<file path="src/rtl/core/assert_macros.svh">
// assertion macros shared by the core rtl
// no dependencies; every macro takes its clock and active-low reset
`ifndef ASSERT_MACROS_SVH
`define ASSERT_MACROS_SVH

// property must hold at every clock edge outside reset
`define ASSERT_CLKD(lbl, clk, rst_n, prop, msg) \
    lbl: assert property (@(posedge clk) disable iff (!(rst_n)) (prop)) else $error(msg);

// expression must never be true outside reset
`define ASSERT_NEVER(lbl, clk, rst_n, expr, msg) \
    lbl: assert property (@(posedge clk) disable iff (!(rst_n)) !(expr)) else $error(msg);

`endif

</file>
<file path="src/rtl/core/ddvr_pkg.sv">
// shared types and constants of the differential drive velocity ramp core
// no dependencies; used by the interfaces, controller, datapath and top level
package ddvr_pkg;

    localparam int REG_W     = 16;
    localparam int CMD_W     = 16;
    localparam int CFG_IDX_W = 3;
    localparam int HI_W      = 31;
    localparam int LO_W      = 32;

    // configuration register indexes
    localparam logic [CFG_IDX_W-1:0] CFG_LEFT_GAIN      = 3'd0;
    localparam logic [CFG_IDX_W-1:0] CFG_RIGHT_GAIN     = 3'd1;
    localparam logic [CFG_IDX_W-1:0] CFG_HALF_SEP       = 3'd2;
    localparam logic [CFG_IDX_W-1:0] CFG_STEP_THRESHOLD = 3'd3;
    localparam logic [CFG_IDX_W-1:0] CFG_VELOCITY_SCALE = 3'd4;

    // configuration reset values
    localparam logic [REG_W-1:0] LEFT_GAIN_RST      = 16'd2560;
    localparam logic [REG_W-1:0] RIGHT_GAIN_RST     = 16'd2560;
    localparam logic [REG_W-1:0] HALF_SEP_RST       = 16'd64;
    localparam logic [REG_W-1:0] STEP_THRESHOLD_RST = 16'd77;
    localparam logic [REG_W-1:0] VELOCITY_SCALE_RST = 16'd6679;

    typedef enum logic [1:0] {
        MODE_SINGLE = 2'd0,
        MODE_UP     = 2'd1,
        MODE_DOWN   = 2'd2
    } t_mode;

    typedef enum logic [9:0] {
        S_IDLE = 10'b0000000001,
        S_WS   = 10'b0000000010,
        S_BASE = 10'b0000000100,
        S_MUL1 = 10'b0000001000,
        S_MUL2 = 10'b0000010000,
        S_DIV  = 10'b0000100000,
        S_REM  = 10'b0001000000,
        S_SAVE = 10'b0010000000,
        S_INIT = 10'b0100000000,
        S_EMIT = 10'b1000000000
    } t_state;

    typedef struct packed {
        logic load;
        logic ws_en;
        logic base_en;
        logic mul1_en;
        logic mul2_en;
        logic div_en;
        logic rem_en;
        logic save_en;
        logic init_en;
        logic step_en;
        logic sel;
    } t_dp_cmd;

    typedef struct packed {
        t_mode mode;
    } t_dp_sts;

endpackage

</file>
<file path="src/rtl/core/ddvr_ctrl.sv">
// sequencing state machine of the velocity ramp core
// depends on ddvr_pkg and assert_macros.svh
`include "assert_macros.svh"

module ddvr_ctrl #(
    parameter int RAMP_STEPS = 30
) (
    input  logic              i_clk,
    input  logic              i_rst_n,
    input  logic              i_in_valid,
    output logic              o_in_ready,
    output logic              o_out_valid,
    input  logic              i_out_ready,
    output logic              o_last,
    output ddvr_pkg::t_dp_cmd o_cmd,
    input  ddvr_pkg::t_dp_sts i_sts
);
    import ddvr_pkg::*;

    localparam int CW = $clog2(RAMP_STEPS + 2);

    t_state               r_state, n_state;
    logic                 r_sel, n_sel;
    logic [CW-1:0]        r_cnt, n_cnt;
    t_dp_cmd              cmd;

    assign o_in_ready  = (r_state == S_IDLE);
    assign o_out_valid = (r_state == S_EMIT);
    assign o_last      = (r_cnt == CW'(1));
    assign o_cmd       = cmd;

    always_comb begin
        n_state   = r_state;
        n_sel     = r_sel;
        n_cnt     = r_cnt;
        cmd       = '0;
        cmd.sel   = r_sel;
        case (r_state)
            S_IDLE: begin
                if (i_in_valid) begin
                    cmd.load = 1'b1;
                    n_sel    = 1'b0;
                    n_state  = S_WS;
                end
            end
            S_WS: begin
                cmd.ws_en = 1'b1;
                n_state   = S_BASE;
            end
            S_BASE: begin
                cmd.base_en = 1'b1;
                n_state     = S_MUL1;
            end
            S_MUL1: begin
                cmd.mul1_en = 1'b1;
                n_state     = S_MUL2;
            end
            S_MUL2: begin
                cmd.mul2_en = 1'b1;
                if (i_sts.mode != MODE_SINGLE) begin
                    n_state = S_DIV;
                end else if (!r_sel) begin
                    n_sel   = 1'b1;
                    n_state = S_BASE;
                end else begin
                    n_state = S_INIT;
                end
            end
            S_DIV: begin
                cmd.div_en = 1'b1;
                n_state    = S_REM;
            end
            S_REM: begin
                cmd.rem_en = 1'b1;
                n_state    = S_SAVE;
            end
            S_SAVE: begin
                cmd.save_en = 1'b1;
                if (!r_sel) begin
                    n_sel   = 1'b1;
                    n_state = S_BASE;
                end else begin
                    n_state = S_INIT;
                end
            end
            S_INIT: begin
                cmd.init_en = 1'b1;
                case (i_sts.mode)
                    MODE_UP:   n_cnt = CW'(RAMP_STEPS);
                    MODE_DOWN: n_cnt = CW'(RAMP_STEPS + 1);
                    default:   n_cnt = CW'(1);
                endcase
                n_state = S_EMIT;
            end
            S_EMIT: begin
                if (i_out_ready) begin
                    if (o_last) begin
                        n_state = S_IDLE;
                    end else begin
                        cmd.step_en = 1'b1;
                        n_cnt       = r_cnt - 1'b1;
                    end
                end
            end
            default: begin
                n_state = S_IDLE;
            end
        endcase
    end

    always_ff @(posedge i_clk) begin
        if (!i_rst_n) begin
            r_state   <= S_IDLE;
            r_sel     <= 1'b0;
            r_cnt     <= '0;
        end else begin
            r_state   <= n_state;
            r_sel     <= n_sel;
            r_cnt     <= n_cnt;
        end
    end

    `ASSERT_CLKD(a_last_frees_input, i_clk, i_rst_n, (o_out_valid && i_out_ready && o_last) |=> o_in_ready, "input not freed after final transfer")
    `ASSERT_CLKD(a_save_follows_div, i_clk, i_rst_n, (r_state == S_SAVE) |-> $past(r_state == S_REM), "quotient saved without division")
    `ASSERT_NEVER(a_emit_without_count, i_clk, i_rst_n, (r_state == S_EMIT) && (r_cnt == '0), "result offered with empty run count")
    `ASSERT_NEVER(a_in_and_out_overlap, i_clk, i_rst_n, o_in_ready && o_out_valid, "input taken while results pending")

endmodule

</file>
<file path="config.mk">
export PLATFORM = sky130hd
export DESIGN_NAME = ddvr_ctrl
export DESIGN_NICKNAME = d
export VERILOG_FILES = /design/src/rtl/core/ddvr_pkg.sv /design/src/rtl/core/ddvr_ctrl.sv
export VERILOG_INCLUDE_DIRS = /design/src /design/src/rtl/core
export SDC_FILE = /design/constraint.sdc
export NUM_CORES = 1
export LEC_CHECK = 0
export BUFFER_PORTS_ARGS = -buffer_cell sky130_fd_sc_hd__buf_2
export CAP_MARGIN = 20
export CORE_MARGIN = 2
export CORE_UTILIZATION = 41
export CTS_CLUSTER_DIAMETER = 150
export DETAILED_ROUTE_END_ITERATION = 10
export PLACE_DENSITY_LB_ADDON = 0.12
export SLEW_MARGIN = 20
export SYNTH_ARGS = -nofsm -noshare
export SYNTH_HDL_FRONTEND = slang
export SYNTH_SLANG_ARGS = --single-unit
</file>
<file path="constraint.sdc">
create_clock -name i_clk -period 1.45 [get_ports i_clk]
set_input_delay 0.29 -clock i_clk [delete_from_list [all_inputs] [get_ports i_clk]]
set_output_delay 0.29 -clock i_clk [all_outputs]
set_load 0.02 [all_outputs]
</file>
==> run summary <==
Status = finished, violations left
Failing checks = setup timing
Largest net degree at the start of global routing = 15
Flop2flop setup slack = -0.29 ns
Share of cells above drive strength 1 = 0.628
Initial antenna violation count = 0
Final wirelength = 3.20 mm
Port-buffer cells = 19
DR top layer = met4
Vias per inst = 5.44
Cell variety after synth = 49
Metal3 WL = 110 microns
Sequential-to-total area share from yosys stat = 0.305
Die Y = 54.6 microns
WL met1 = 1.36 mm
Vias in the first global route = 1151
Hold Crit Class = in2reg
Static leakage = 0.786 nW
Period utilization = 1.34
Final setup viols = 19
Die width = 54.6 microns
Worst-Skew Late Latency = 0.30 ns
Total track usage = 0.247
DRT antenna net count = 0
Yosys Warn Count = 0
Clock Path Buffers = 2
Final Slew Violations = 0
Placed cell area = 1510 sq um
TritonCTS buffer count = 3
Reg2reg end = r_cnt[3]$_SDFFE_PN0P_
Core Region = 2450 sq um
Overall Power = 1.09 mW
RSZ-0062 raised after global routing = true
Ports = 20
Antenna Cells = 0
DRC errors left = 0
Element type at the critical path end = output port
GP Congestion = 0.759
WHS Path Cells = 2
Max Fanout on Critical Path = 5
Final Hold Vio Count = 0
Critical path arrival = 1.66 ns
Worst EP required = 1.16 ns
Final instance area = 1900 sq um
Htree depth = 1
Post-synthesis register bit count = 16
Clk sink count = 16
Total gr overflow = 0
Row count = 18
FMAX = 513 MHz
Most frequent cells after synthesis = 16 x dfxtp_1, 15 x nor2_1, 12 x inv_1, 5 x nor2b_1
Worst path setup slack after routing = -0.500 ns
Hpwl dp = 2.10 mm
Largest area contributor in the netlist = dfxtp_1
DP Cell Count = 198
Root Driver = clkbuf_4
Met2 wire length = 1.64 mm
Top post-synthesis cells by area = dfxtp_1 30%, nor2_1 5.4%, ha_1 4.8%, inv_1 4.3%, nor2b_1 3.0%
Slew @ Worst Pin = 0.368 ns
Dominant cell by count in the synthesized netlist = dfxtp_1
DR WL/cell = 15.0 microns
Area growth, synth to finish = 80.7%
Via count = 1159
Final Non-Filler Cells = 213
Hold WS = 0.258 ns
Layout Skew = 0.00367 ns
Starting Density = 0.428
R2R cell count = 8
Drt first pass iters = 4
Syn Std Cell Area = 1050 sq um
Power per Cell Area = 572 nW/um^2
Top cell type's share of synthesized area = 0.305
Most used DFF post-synth = dfxtp_1
Die ar. = 2980 sq um
Worst slew margin = 0.754
Async SR Flop Fraction = 0
Synthesized area per cell = 8.54 sq um
HP Start = i_in_valid
Synth Net Count = 133
Drt initial violations = 22
Worst Hold End = r_state[1]$_SDFFE_PN0P_
CTS tree = built
Tmin final = 1.95 ns
Worst Setup Start Kind = flop
Cells after synthesis = 123
CP Class = reg2out
Max rail drop VDD = 0.656 mV
Post-synth EDFFs = 0
First-pass GRT wire length = 5.13 mm
Clock-pin slew of the registers on the worst-case setup and hold paths = 0.10 ns
Worst r2r src = r_state[7]$_SDFFE_PN0P_
Fin nets = 194
Max-cap violations = 0
## report_power, final
part	switching [mW]	leakage [nW]	internal (mW)
logic	0.158	0.631	0.164
clock network	0.158	0.0210	0.153
registers	0.00957	0.134	0.445
## worst max path at each step
stage	startpoint	end	depth (start not counted)	slack (ns)
floorplan	r_cnt[1]$_SDFFE_PN0P_	r_cnt[0]$_SDFFE_PN0P_	6	-0.22
global placement	r_cnt[1]$_SDFFE_PN0P_	r_cnt[1]$_SDFFE_PN0P_	6	-0.18
detailed placement	r_cnt[1]$_SDFFE_PN0P_	r_cnt[1]$_SDFFE_PN0P_	6	-0.36
CTS	r_state[7]$_SDFFE_PN0P_	o_cmd[7]	5	-0.49
finish	r_state[7]$_SDFFE_PN0P_	o_cmd[8]	6	-0.50
global route	r_state[7]$_SDFFE_PN0P_	o_cmd[8]	6	-0.58
## timing repair
item                       CTS  global route
pin swaps                   15            13
setup endpoints to repair   20            24
hold buffers                 0             0
setup buffers               12             3
resized for setup           44            22
## metrics by stage
step,TNS [ns],util,worst slack (ns)
after detailed placement,-1.92,0.614,-0.359
after CTS,-5.44,0.727,-0.493
after global placement,-1.44,0.614,-0.182
after global routing,-7.69,0.774,-0.578
after floorplan,-1.61,-,-0.220
final,-6.27,0.774,-0.500
## per-layer routing
layer  global-route usage  up-vias
li1                     -      567
met1                0.277      557
met2                0.417       25
met3               0.0628       10
met4                0.150        0
met5                    0        -
## kinds of logic after synthesis
group | after synthesis | synth area share
and+or+nand+nor | 58 | 0.368
AOI/OAI and AO/OA | 25 | 0.186
buffers and inverters | 17 | 0.0667
DFF | 16 | 0.305
adders and majority gates | 4 | 0.0476
xor gates and xnor gates | 2 | 0.0167
muxes | 1 | 0.0107
## registers in the layout, summed over array words and instances, names as in the netlist
register / flops
r_cnt: 5
r_sel: 1
r_state: 10
## cell usage in the layout, fill, tap and decap left out, types with 3 or more instances in the layout
cell type / instances
nor2_4: 5
nor4_4: 3
dfxtp_1: 6
inv_1: 11
a21oi_1: 3
buf_6: 14
buf_2: 6
ha_1: 3
nor2b_1: 3
dfxtp_2: 9
nand2_1: 3
nor2_1: 9
buf_4: 39
clkbuf_4: 3
nand2b_1: 4
## area by class of cell
| type | instances | area (sq um) |
|---|---|---|
| Inverter | 12 | 45.0 |
| Tap cell | 30 | 37.5 |
| Timing Repair Buffer | 61 | 515 |
| Sequential cell | 16 | 335 |
| Fill cell | 172 | 556 |
| Clock buffer | 4 | 36.3 |
| Multi-Input combinational cell | 90 | 930 |
## worst max-delay path: stages (launching register included)
cell and delay, ns:
dfxtp_2 0.35, nor4_4 0.25, buf_4 0.18, buf_4 0.12
nand2_2 0.06, nor4_4 0.21, buf_4 0.18
No activity file was read; power rests on OpenSTA's default activity.
